`config.mk`:
```
export PLATFORM = sky130hd
export DESIGN_NAME = printer_escape_sequence_parser
export DESIGN_NICKNAME = d
export VERILOG_FILES = /design/src/rtl/pesp_pkg.sv /design/src/rtl/printer_escape_sequence_parser.sv
export VERILOG_INCLUDE_DIRS = /design/src /design/src/rtl
export SDC_FILE = /design/constraint.sdc
export NUM_CORES = 1
export LEC_CHECK = 0
export BUFFER_PORTS_ARGS = -buffer_cell sky130_fd_sc_hd__buf_2
export CORE_MARGIN = 4
export CORE_UTILIZATION = 45
export CTS_BUF_LIST = sky130_fd_sc_hd__clkbuf_16
export DETAILED_ROUTE_END_ITERATION = 10
export PLACE_DENSITY = 0.6
export SYNTH_ARGS = -nofsm -noshare
export SYNTH_HDL_FRONTEND = slang
export SYNTH_SLANG_ARGS = --single-unit
```
`constraint.sdc`:
```
create_clock -name clk_i -period 6.61 [get_ports clk_i]
set_clock_uncertainty 0.1 [all_clocks]
set_input_delay 0.9915 -clock clk_i [delete_from_list [all_inputs] [get_ports clk_i]]
set_output_delay 0.9915 -clock clk_i [all_outputs]
set_load 0.02 [all_outputs]
```
`src/rtl/printer_escape_sequence_parser_assert.svh`:
```
// Assertion macros for the printer escape sequence parser.
`ifndef PRINTER_ESCAPE_SEQUENCE_PARSER_ASSERT_SVH
`define PRINTER_ESCAPE_SEQUENCE_PARSER_ASSERT_SVH

// Clocked assertion that is switched off while reset is held.
`define PESP_ASSERT(lbl, prop, msg) \
  lbl: assert property (@(posedge clk_i) disable iff (!rst_ni) (prop)) else $error(msg);

// Clocked assertion that also holds during reset.
`define PESP_ASSERT_ALWAYS(lbl, prop, msg) \
  lbl: assert property (@(posedge clk_i) (prop)) else $error(msg);

`endif

```
`src/rtl/pesp_pkg.sv`:
```
// Types, command table and table search for the printer escape sequence parser.
package pesp_pkg;

  localparam int unsigned RowCount = 96;
  localparam int unsigned ParamLimit = 100;

  localparam logic [7:0] ESC_BYTE  = 8'h1B;
  localparam logic [7:0] PFX_BRACK = 8'h5B;
  localparam logic [7:0] PFX_SEMI  = 8'h3B;
  localparam logic [7:0] PFX_QUOTE = 8'h22;
  localparam logic [7:0] PFX_PAREN = 8'h28;
  localparam logic [7:0] PFX_HASH  = 8'h23;
  localparam logic [7:0] GRP_NONE  = 8'h00;
  localparam logic [7:0] PRM_WILD  = 8'hFF;
  localparam logic [7:0] CHAR_ZERO = 8'h30;
  localparam logic [7:0] CHAR_NINE = 8'h39;

  typedef enum logic [1:0] {
    KIND_CONSUMED = 2'd0,
    KIND_TEXT     = 2'd1,
    KIND_CMD      = 2'd2
  } kind_e;

  // Parser position: which prefix group the current sequence is in.
  typedef enum logic [6:0] {
    GRP_IDLE  = 7'b0000001,
    GRP_ESC   = 7'b0000010,
    GRP_HASH  = 7'b0000100,
    GRP_PAREN = 7'b0001000,
    GRP_BRACK = 7'b0010000,
    GRP_QUOTE = 7'b0100000,
    GRP_SEMI  = 7'b1000000
  } grp_e;

  typedef struct packed {
    logic       hit;
    logic [6:0] row;
  } match_t;

  localparam logic [7:0] ROM_GRP [RowCount] = '{
    GRP_NONE,
    ESC_BYTE, ESC_BYTE, ESC_BYTE, ESC_BYTE, ESC_BYTE, ESC_BYTE, ESC_BYTE, ESC_BYTE,
    PFX_HASH, PFX_HASH, PFX_HASH, PFX_HASH, PFX_HASH, PFX_HASH, PFX_HASH, PFX_HASH,
    PFX_PAREN, PFX_PAREN, PFX_PAREN, PFX_PAREN, PFX_PAREN, PFX_PAREN, PFX_PAREN,
    PFX_PAREN, PFX_PAREN, PFX_PAREN, PFX_PAREN,
    PFX_BRACK,
    PFX_BRACK, PFX_BRACK, PFX_BRACK, PFX_BRACK, PFX_BRACK, PFX_BRACK,
    PFX_BRACK, PFX_BRACK, PFX_BRACK, PFX_BRACK,
    PFX_BRACK, PFX_BRACK, PFX_BRACK, PFX_BRACK, PFX_BRACK, PFX_BRACK,
    PFX_BRACK, PFX_BRACK, PFX_BRACK, PFX_BRACK, PFX_BRACK,
    PFX_BRACK, PFX_BRACK, PFX_BRACK, PFX_BRACK, PFX_BRACK,
    PFX_BRACK,
    PFX_BRACK, PFX_BRACK, PFX_BRACK, PFX_BRACK, PFX_BRACK,
    PFX_BRACK, PFX_BRACK, PFX_BRACK, PFX_BRACK, PFX_BRACK,
    PFX_BRACK, PFX_BRACK, PFX_BRACK,
    PFX_BRACK, PFX_BRACK,
    PFX_BRACK,
    PFX_BRACK, PFX_BRACK, PFX_BRACK, PFX_BRACK, PFX_BRACK,
    PFX_BRACK, PFX_BRACK, PFX_BRACK, PFX_BRACK, PFX_BRACK, PFX_BRACK, PFX_BRACK,
    PFX_BRACK, PFX_BRACK,
    PFX_QUOTE, PFX_QUOTE, PFX_QUOTE, PFX_QUOTE, PFX_QUOTE, PFX_QUOTE, PFX_QUOTE,
    PFX_QUOTE,
    PFX_SEMI, PFX_SEMI
  };

  localparam logic [7:0] ROM_CODE [RowCount] = '{
    8'h00,
    8'h44, 8'h45, 8'h48, 8'h4A, 8'h4B, 8'h4C, 8'h4D, 8'h63,
    8'h30, 8'h31, 8'h32, 8'h33, 8'h34, 8'h35, 8'h38, 8'h39,
    8'h36, 8'h41, 8'h42, 8'h43, 8'h45, 8'h48, 8'h4A,
    8'h4B, 8'h52, 8'h59, 8'h5A,
    8'h45,
    8'h46, 8'h46, 8'h46, 8'h46, 8'h46, 8'h46,
    8'h67, 8'h67, 8'h67, 8'h67,
    8'h6D, 8'h6D, 8'h6D, 8'h6D, 8'h6D, 8'h6D,
    8'h6D, 8'h6D, 8'h6D, 8'h6D, 8'h6D,
    8'h6D, 8'h6D, 8'h6D, 8'h6D, 8'h6D,
    8'h6D,
    8'h6D, 8'h6D, 8'h6D, 8'h6D, 8'h6D,
    8'h6D, 8'h6D, 8'h6D, 8'h6D, 8'h6D,
    8'h70, 8'h70, 8'h70,
    8'h71, 8'h71,
    8'h74,
    8'h76, 8'h76, 8'h76, 8'h76, 8'h76,
    8'h77, 8'h77, 8'h77, 8'h77, 8'h77, 8'h77, 8'h77,
    8'h7A, 8'h7A,
    8'h72, 8'h78, 8'h7A, 8'h7A, 8'h7A, 8'h7A, 8'h7A, 8'h7A,
    8'h72, 8'h73
  };

  localparam logic [7:0] ROM_PRM [RowCount] = '{
    PRM_WILD,
    PRM_WILD, PRM_WILD, PRM_WILD, PRM_WILD, PRM_WILD, PRM_WILD, PRM_WILD, PRM_WILD,
    PRM_WILD, PRM_WILD, PRM_WILD, PRM_WILD, PRM_WILD, PRM_WILD, PRM_WILD, PRM_WILD,
    PRM_WILD, PRM_WILD, PRM_WILD, PRM_WILD, PRM_WILD, PRM_WILD, PRM_WILD,
    PRM_WILD, PRM_WILD, PRM_WILD, PRM_WILD,
    PRM_WILD,
    8'd0, 8'd1, 8'd3, 8'd5, 8'd6, 8'd7,
    8'd0, 8'd1, 8'd3, 8'd4,
    8'd0, 8'd1, 8'd22, 8'd23, 8'd24, 8'd3,
    8'd30, 8'd31, 8'd32, 8'd33, 8'd34,
    8'd35, 8'd36, 8'd37, 8'd38, 8'd39,
    8'd4,
    8'd40, 8'd41, 8'd42, 8'd43, 8'd44,
    8'd45, 8'd46, 8'd47, 8'd48, 8'd49,
    8'd0, 8'd1, 8'd2,
    PRM_WILD, 8'd0,
    PRM_WILD,
    8'd0, 8'd1, 8'd2, 8'd3, 8'd4,
    8'd0, 8'd1, 8'd2, 8'd3, 8'd4, 8'd5, 8'd6,
    8'd0, 8'd1,
    PRM_WILD, PRM_WILD, 8'd1, 8'd2, 8'd3, 8'd4, 8'd5, 8'd6,
    PRM_WILD, PRM_WILD
  };

  // Group byte that the table uses for each parser position.
  function automatic logic [7:0] grp_byte(grp_e grp);
    logic [7:0] b;
    case (grp)
      GRP_ESC:   b = ESC_BYTE;
      GRP_HASH:  b = PFX_HASH;
      GRP_PAREN: b = PFX_PAREN;
      GRP_BRACK: b = PFX_BRACK;
      GRP_QUOTE: b = PFX_QUOTE;
      GRP_SEMI:  b = PFX_SEMI;
      default:   b = GRP_NONE;
    endcase
    return b;
  endfunction

  // First row of the group with this code whose parameter is a wildcard or
  // equals the first parameter. Rows that share a code sit next to each other,
  // so the lowest such row is the one a linear walk would stop at.
  function automatic match_t rom_match(logic [7:0] grp, logic [7:0] code,
                                       logic [6:0] prm);
    match_t     m;
    logic [6:0] ri;
    m.hit = 1'b0;
    m.row = '0;
    for (int r = RowCount - 1; r > 0; r--) begin
      ri = 7'(r);
      if (ROM_GRP[ri] == grp && ROM_CODE[ri] == code &&
          (ROM_PRM[ri] == PRM_WILD || ROM_PRM[ri] == {1'b0, prm})) begin
        m.hit = 1'b1;
        m.row = ri;
      end
    end
    return m;
  endfunction

endpackage

```
`src/rtl/printer_escape_sequence_parser.sv`:
```
// Top level of the printer escape sequence parser.
//
// The block takes one byte of a text stream per word on the input channel
// (in_valid_i / in_ready_o / data_byte_i) and gives exactly one result word per
// input byte on the output channel (out_valid_o / out_ready_i). A result says
// whether the byte was consumed inside an escape sequence, passes through as
// plain text (text_byte_o), or completed a command (command_row_o with
// param_first_o and param_second_o). Fields that do not apply to a result are
// zero.
//
// A byte accepted at one edge has its result in the output register from the
// next cycle on. Throughput is one byte per cycle while the receiver keeps up;
// the table search is a single pass of row compares between the parser state
// and the output register. The output register is the only stage, so a new
// byte is taken whenever that register is empty or is being read in the same
// cycle. While the receiver stalls, the result holds and in_ready_o is low.
//
// Reset puts the parser in the idle position with both parameters and the
// parameter slot cleared, and empties the output register.
module printer_escape_sequence_parser (
  input  logic       clk_i,
  input  logic       rst_ni,
  input  logic       in_valid_i,
  output logic       in_ready_o,
  input  logic [7:0] data_byte_i,
  output logic       out_valid_o,
  input  logic       out_ready_i,
  output logic [1:0] kind_o,
  output logic [7:0] text_byte_o,
  output logic [6:0] command_row_o,
  output logic [6:0] param_first_o,
  output logic [6:0] param_second_o
);
  import pesp_pkg::*;

  grp_e       grp_q, grp_d;
  logic [6:0] pv0_q, pv0_d;
  logic [6:0] pv1_q, pv1_d;
  logic       slot_q, slot_d;

  logic       out_valid_q;
  kind_e      kind_q, kind_d;
  logic [7:0] text_q, text_d;
  logic [6:0] row_q, row_d;
  logic [6:0] pf_q, pf_d;
  logic [6:0] ps_q, ps_d;

  logic       accept;
  logic       is_digit;
  logic       param_grp;
  logic [3:0] digit;
  logic [6:0] pcur;
  logic [9:0] pnew;
  match_t     match;

  assign in_ready_o = !out_valid_q || out_ready_i;
  assign accept     = in_valid_i && in_ready_o;

  assign is_digit  = (data_byte_i >= CHAR_ZERO) && (data_byte_i <= CHAR_NINE);
  assign param_grp = (grp_q == GRP_BRACK) || (grp_q == GRP_QUOTE) || (grp_q == GRP_SEMI);
  assign digit     = 4'(data_byte_i - CHAR_ZERO);
  assign pcur      = slot_q ? pv1_q : pv0_q;
  // Times ten as two shifts; the worst case 100 * 10 + 9 fits in ten bits.
  assign pnew      = ({3'b000, pcur} << 3) + ({3'b000, pcur} << 1) + {6'b0, digit};
  assign match     = rom_match(grp_byte(grp_q), data_byte_i, pv0_q);

  always_comb begin
    grp_d  = grp_q;
    pv0_d  = pv0_q;
    pv1_d  = pv1_q;
    slot_d = slot_q;
    kind_d = KIND_CONSUMED;
    text_d = '0;
    row_d  = '0;
    pf_d   = '0;
    ps_d   = '0;
    case (grp_q)
      GRP_IDLE: begin
        if (data_byte_i == ESC_BYTE) begin
          grp_d  = GRP_ESC;
          pv0_d  = '0;
          pv1_d  = '0;
          slot_d = 1'b0;
        end else begin
          kind_d = KIND_TEXT;
          text_d = data_byte_i;
        end
      end
      default: begin
        if (param_grp && is_digit) begin
          if (pnew > 10'(ParamLimit)) begin
            grp_d  = GRP_IDLE;
            kind_d = KIND_TEXT;
            text_d = data_byte_i;
          end else if (slot_q) begin
            pv1_d = pnew[6:0];
          end else begin
            pv0_d = pnew[6:0];
          end
        end else if (grp_q == GRP_ESC && data_byte_i == PFX_HASH) begin
          grp_d = GRP_HASH;
        end else if (grp_q == GRP_ESC && data_byte_i == PFX_PAREN) begin
          grp_d = GRP_PAREN;
        end else if (grp_q == GRP_ESC && data_byte_i == PFX_BRACK) begin
          grp_d = GRP_BRACK;
        end else if (grp_q == GRP_BRACK && data_byte_i == PFX_QUOTE) begin
          grp_d = GRP_QUOTE;
        end else if (grp_q == GRP_BRACK && data_byte_i == PFX_SEMI) begin
          grp_d  = GRP_SEMI;
          slot_d = 1'b1;
          pv1_d  = '0;
        end else if (match.hit) begin
          grp_d  = GRP_IDLE;
          kind_d = KIND_CMD;
          row_d  = match.row;
          pf_d   = pv0_q;
          ps_d   = pv1_q;
        end else begin
          // Unknown code or no row with a fitting parameter: drop the sequence.
          grp_d  = GRP_IDLE;
          kind_d = KIND_TEXT;
          text_d = data_byte_i;
        end
      end
    endcase
  end

  always_ff @(posedge clk_i or negedge rst_ni) begin
    if (!rst_ni) begin
      grp_q       <= GRP_IDLE;
      pv0_q       <= '0;
      pv1_q       <= '0;
      slot_q      <= 1'b0;
      out_valid_q <= 1'b0;
    end else begin
      if (accept) begin
        grp_q  <= grp_d;
        pv0_q  <= pv0_d;
        pv1_q  <= pv1_d;
        slot_q <= slot_d;
      end
      if (accept) begin
        out_valid_q <= 1'b1;
      end else if (out_ready_i) begin
        out_valid_q <= 1'b0;
      end
    end
  end

  always_ff @(posedge clk_i) begin
    if (accept) begin
      kind_q <= kind_d;
      text_q <= text_d;
      row_q  <= row_d;
      pf_q   <= pf_d;
      ps_q   <= ps_d;
    end
  end

  assign out_valid_o    = out_valid_q;
  assign kind_o         = kind_q;
  assign text_byte_o    = text_q;
  assign command_row_o  = row_q;
  assign param_first_o  = pf_q;
  assign param_second_o = ps_q;

`include "printer_escape_sequence_parser_assert.svh"

  `PESP_ASSERT(a_idle_text, accept && grp_q == GRP_IDLE && data_byte_i != ESC_BYTE |=> out_valid_o && kind_o == KIND_TEXT && text_byte_o == $past(data_byte_i), "idle non-ESC byte did not pass as text")
  `PESP_ASSERT(a_end_idle, accept && kind_d != KIND_CONSUMED |=> grp_q == GRP_IDLE, "parser not idle after a text or command result")
  `PESP_ASSERT(a_cmd_row, out_valid_o && kind_o == KIND_CMD |-> command_row_o != 7'd0 && command_row_o < 7'(RowCount) && text_byte_o == 8'd0, "command result with a bad row")
  `PESP_ASSERT(a_param_range, pv0_q <= 7'(ParamLimit) && pv1_q <= 7'(ParamLimit), "parameter above its limit")

endmodule

```
# Word-level counts from Yosys, hierarchy flattened
# Index checks and enable logic that the tools add are counted.
dict set report word_totals {
  inputBits 12
  out_inout_bits 33
  wordCells 403
  regBits 54
}
dict set report classes {
  muxes 150
  bitwise_logic 1
  order_cmp 3
  add_sub_neg 3
  eq_ne 99
  reduce_logical 131
}
# operator n
set ops {}
lappend ops {{two-way mux 8 bit} 105}
lappend ops {{equality test 7 x 8 -> 1 bit (first input constant)} 26}
lappend ops {{two-way mux 7 bit} 24}
lappend ops {{equality test 6 x 7 -> 1 bit (first input constant)} 21}
lappend ops {{logical AND 1 bit} 111}
lappend ops {{equality test 6 x 8 -> 1 bit (first input constant)} 10}
lappend ops {{OR reduction 71 bit} 1}
lappend ops {{equality test 5 x 7 -> 1 bit (first input constant)} 6}
lappend ops {{case mux 7 bit (6 select lines)} 1}
lappend ops {{OR reduction 39 bit} 1}
lappend ops {{equality test 8 x 6 -> 1 bit (second input constant)} 4}
lappend ops {{equality test 3 x 7 -> 1 bit (first input constant)} 4}
lappend ops {{OR reduction 23 bit} 1}
lappend ops {{inequality test 3 x 2 -> 1 bit (second input constant)} 6}
lappend ops {{two-way mux 2 bit} 8}
lappend ops {{OR reduction 15 bit} 1}
lappend ops {{equality test 2 x 7 -> 1 bit (first input constant)} 2}
lappend ops {{inequality test 2 x 1 -> 1 bit (second input constant)} 7}
lappend ops {{two-way mux 1 bit} 12}
lappend ops {{OR reduction 11 bit} 1}
lappend ops {{adder 10 x 4 -> 10 bit} 1}
lappend ops {{adder 10 x 8 -> 10 bit} 1}
lappend ops {{> comparator 10 x 7 -> 1 bit (second input constant)} 1}
lappend ops {{AND reduction 9 bit} 1}
lappend ops {{other kinds (27)} 31}

# Depth between registers and ports, before layout
dict set report depth {
  word_depth 107
  ltp_mapped 16
  ltp_nobuf 13
}

# Least setup slack after synthesis
# Ideal clock, no wire load.
dict set report synth_path {
  path_type {register to register}
  startpoint {reg pv0_q[0]}
  endpoint {reg grp_q[5]}
  arrival_time_ns 4.051
  stages_incl_launch_ff 15
  synth_period_minus_slack_ns 4.275
  n_path_buf 3
  path_slack_ns 2.335
  path_cell_list {dfrtp_1 > clkbuf_1 > clkbuf_1 > inv_1 > o21ai_0 > fa_1 > ha_1 > a21o_1 > a221oi_1 > nor2_1 > a311o_1 > nand4_1 > nor2b_1 > clkbuf_1 > mux2_2}
}
dict set report synth_via {
  elab_chain_len 6
}
# element line_no
set synth_lines {}
lappend synth_lines {{start, declared} printer_escape_sequence_parser.sv:37} ;# logic [6:0] pv0_q, pv0_d;
lappend synth_lines {{start signal, assigned} printer_escape_sequence_parser.sv:138} ;# pv0_q <= pv0_d;
lappend synth_lines {{two-way mux 7 bit} printer_escape_sequence_parser.sv:62} ;# assign pcur = slot_q ? pv1_q : pv0_q;
lappend synth_lines {{adder 10 x 8 -> 10 bit} printer_escape_sequence_parser.sv:64} ;# assign pnew = ({3'b000, pcur} << 3) + ({3'b000, pcur} << 1) + {6'b0, digit};
lappend synth_lines {{adder 10 x 4 -> 10 bit} printer_escape_sequence_parser.sv:64}
lappend synth_lines {{> comparator 10 x 7 -> 1 bit} printer_escape_sequence_parser.sv:91} ;# if (pnew > 10'(ParamLimit)) begin
lappend synth_lines {{inequality test 3 x 1 -> 1 bit (no line)} -}
lappend synth_lines {{AND reduction 3 bit (no line)} -}
lappend synth_lines {{end signal, assigned} printer_escape_sequence_parser.sv:137} ;# grp_q <= grp_d;
lappend synth_lines {{end, declared} printer_escape_sequence_parser.sv:36} ;# grp_e grp_q, grp_d;
# Every way passes these cells.
# A chain may end at the register's enable or synchronous reset.

# Final worst setup path
dict set report layout_path {
  startpoint {reg pv0_q[0]}
  endpoint {reg pv0_q[5]}
}
dict set report layout_via {
  elab_chain_len 7
  elab_cells_between_ends 10
  cone_classes {add/sub: 2; order compare: 1; eq/ne: 1; mux: 5; reduce/logical: 1}
}
# element line_no
set layout_lines {}
lappend layout_lines {{two-way mux 7 bit (*)} printer_escape_sequence_parser.sv:62}
lappend layout_lines {{adder 10 x 8 -> 10 bit (*)} printer_escape_sequence_parser.sv:64}
lappend layout_lines {{adder 10 x 4 -> 10 bit (*)} printer_escape_sequence_parser.sv:64}
lappend layout_lines {{branches (longest 4 deep; another with > comparator 10 x 7 -> 1 bit)} -}
# Mark *: on every way between the ends. The select of a mux whose other input is x is not followed.

==> out/qor.yml <==
dp_slack_ps: 1600
antenna_found_initial: 0
async_flop_share_pct: 42.6
clock_power_share_pct: 37.0
yosys.cell_types.count: 77
wire_per_inst_um: 20.8
syn_avg_cell_area_um2: 8.42
die-height_um: 110
setup_viol: 0
layout_common_cells: "nor2_1 (54), nand2_1 (50), buf_2 (44), edfxtp_1 (31), nand4_1 (25)"
fmax_ghz: 0.199
h-tree-depth: 2
layout-drive-gt1-share_pct: 14.5
cts_made_buffers: 5
cp_data_arrival_time_ps: 5150
placed_cells: 697
switching_share_pct: 28.8
cts.sinks: 54
synth.net_count: 582
rsz0062_at_grt: "no"
cts-root-buf: "clkbuf_16"
critPathKind: "flip-flop to flip-flop"
rows: 36
ys_ff_latch: 54
irDropWorstVdd_uv: 139
grt_overflow_total: 0
p_comb_share_pct: 16.5
p_leak_nw: 1.95
p_sw_mw: 0.235
endpoint_kind: "flip-flop"
firstDrtPassIters: 5
start_util_pct: 47.0
nNetsFinal: 598
status: "completed"
synthAdderAreaFrac_pct: 4.34
holdCritPathClass: "flip-flop to flip-flop"
netlist_area_um2: 4680
min_period_ps: 5030
relSlewSlack_pct: 29.1
cp_max_fo: 29
crit_path_start_kind: "flip-flop"
fin_setup_tns_ps: 0
drc: 0
die_area_um2: 12100
tightest_slew_ps: 1050
gp_congestion: 0.929
clockBufferDepth: 2
postCtsSetupRepairBufs: 0
syn_to_final_growth_pct: 9.12
crit_required_ps: 6730
viasPerCell: 6.55
pwr-share-seq_pct: 46.5
routed_wl_um: 14700
layout_worst_path_cycle_share_pct: 76.1
hold_viol: 0
syn_inst: 555
p_per_area_nw_per_um2: 160
cts.clk_slew.worst_paths_ps: 80
synth_compound_area_share_pct: 18.0
antenna_cells: 0
yosysWarnings: 0
ioPinCount: 45
grt_max_degree: 35
grt_pass1_wl_um: 23000
ys.flop_type: "edfxtp_1"
seq_area_frac_synth_pct: 32.2
internal_power_mw: 0.580
portBuffers: 44
detail-route-antenna-nets: 0
die_w_um: 110
synth_edf_count: 31
fp.coreArea_um2: 9950
vias: 4618
hold_buffers: 0
dp_hpwl_um: 10900
drt_iter0_markers: 461
clkLatencyLatePin_ps: 300
grt_use_total_pct: 24.6
final_max_slew_viol_count: 0
fin_ws_ps: 1580
finalNonFillerCells: 705
synthXorXnorAreaFrac_pct: 2.06
grt_pass1_vias: 4352
final_common_cell: "nor2_1"
maxCapViolCount: 0
cts_tree: "done"
synthSimpleGateAreaFrac_pct: 35.1
cts_resized: 0
synth_top_family_by_area: "simple AND/OR/NAND/NOR gates"
muxShareOfSynthArea_pct: 3.88
-- power groups by stage --
| stage | Sequential [mW] | Clock [mW] | Combinational, mW |
|---|---|---|---|
| 3_5_place_dp | 0.387 | 0 | 0.133 |
| 4_1_cts | 0.379 | 0.307 | 0.133 |
| 2_1_floorplan | 0.397 | 0 | 0.0803 |
| 3_3_place_gp | 0.386 | 0 | 0.131 |
| 6_report | 0.379 | 0.302 | 0.134 |
| 5_1_grt | 0.381 | 0.322 | 0.146 |
-- synthesized netlist by cell type (all sizes together) (4+ instances only) --
master   n  area (um^2)
nor3    26          150
nand2b   8         50.1
nor4b    6         58.8
a31oi    5         31.3
a221oi   5         43.8
or3      9         56.3
nand4   26          178
edfxtp  31          931
mux2     9          101
nor4    15          113
nor3b    5         37.5
clkbuf  32          120
xnor2    6         52.6
a21oi   20          100
and2    18          113
xor2     5         43.8
o31ai    5         37.5
or4      6         48.8
nor2b    8         50.1
mux2i    8         80.1
inv     15         56.3
nand2   50          188
ha      13          163
a22o    11         96.3
or2      5         31.3
buf      6         31.3
o21ai   26          130
nor2    55          214
a22oi    5         37.5
dfrtp   22          551
nand4b   4         35.0
a21o     4         30.0
or4b     7         70.1
nand3   22          110
and3     5         31.3
-- path summary, 6_finish.rpt --
check,slack [ps],end,start,depth (start not counted)
max,1580,pv0_q[5],pv0_q[0],11
min,440,pv1_q[3],pv1_q[3],1
max reg2reg,1580,pv0_q[5],pv0_q[0],11
min reg2reg,440,pv1_q[3],pv1_q[3],1
max in group asynchronous,5490,grp_q[0],rst_ni,1
min in group asynchronous,550,slot_q,rst_ni,1
-- cells by family after synthesis --
kind of cell             count (synthesis)
multiplexers                            17
AO/OA/AOI/OAI                          119
flip-flops                              54
adder cells (fa/ha/maj)                 15
buffers and inverters                   53
XOR/XNOR                                11
AND/OR/NAND/NOR                        286
-- layer usage --
layer / up-vias / wire length [um] / GRT usage, %
met2: 216 / 6660 / 37.7
met3: 49 / 1020 / 3.46
met4: 0 / 655 / 12.6
met5: - / 0 / 0
li1: 2157 / - / -
met1: 2196 / 6310 / 33.8
-- sequential cells by signal, indices dropped and copies added (netlist names) --
name	count
text_byte_o	8
command_row_o	7
grp_q	7
param_first_o	7
param_second_o	7
pv0_q	7
pv1_q	7
kind_o	2
out_valid_o	1
slot_q	1
-- area by class of cell --
| class | count | area, um^2 |
|---|---|---|
| tap | 133 | 166 |
| clock buffer | 6 | 150 |
| clock inverter | 2 | 18.8 |
| sequential | 54 | 1510 |
| timing repair buffer | 47 | 243 |
| inverter | 15 | 56.3 |
| multi-input combinational | 448 | 2960 |
| fill | 964 | 4850 |
-- through the flow --
stage          hold WS (ps)  power, mW  area (um^2)  utilization, %
6_report                439      0.815         5100            51.3
3_5_place_dp            416      0.520         4930            49.6
3_3_place_gp            401      0.518         4930            49.6
2_1_floorplan           381      0.478         4680               -
5_1_grt                 464      0.848         5100            51.3
4_1_cts                 441      0.819         5100            51.3
-- worst max-delay path: stages (launching register included) --
cell	delay, ps
dfrtp_1	910
inv_1	330
o21ai_0	420
fa_1	500
ha_1	280
a21o_1	200
a221oi_1	460
xnor2_1	110
a31oi_1	210
nand4_1	380
nor3_2	770
mux2i_1	270
No activity file was read; power rests on OpenSTA's default activity.
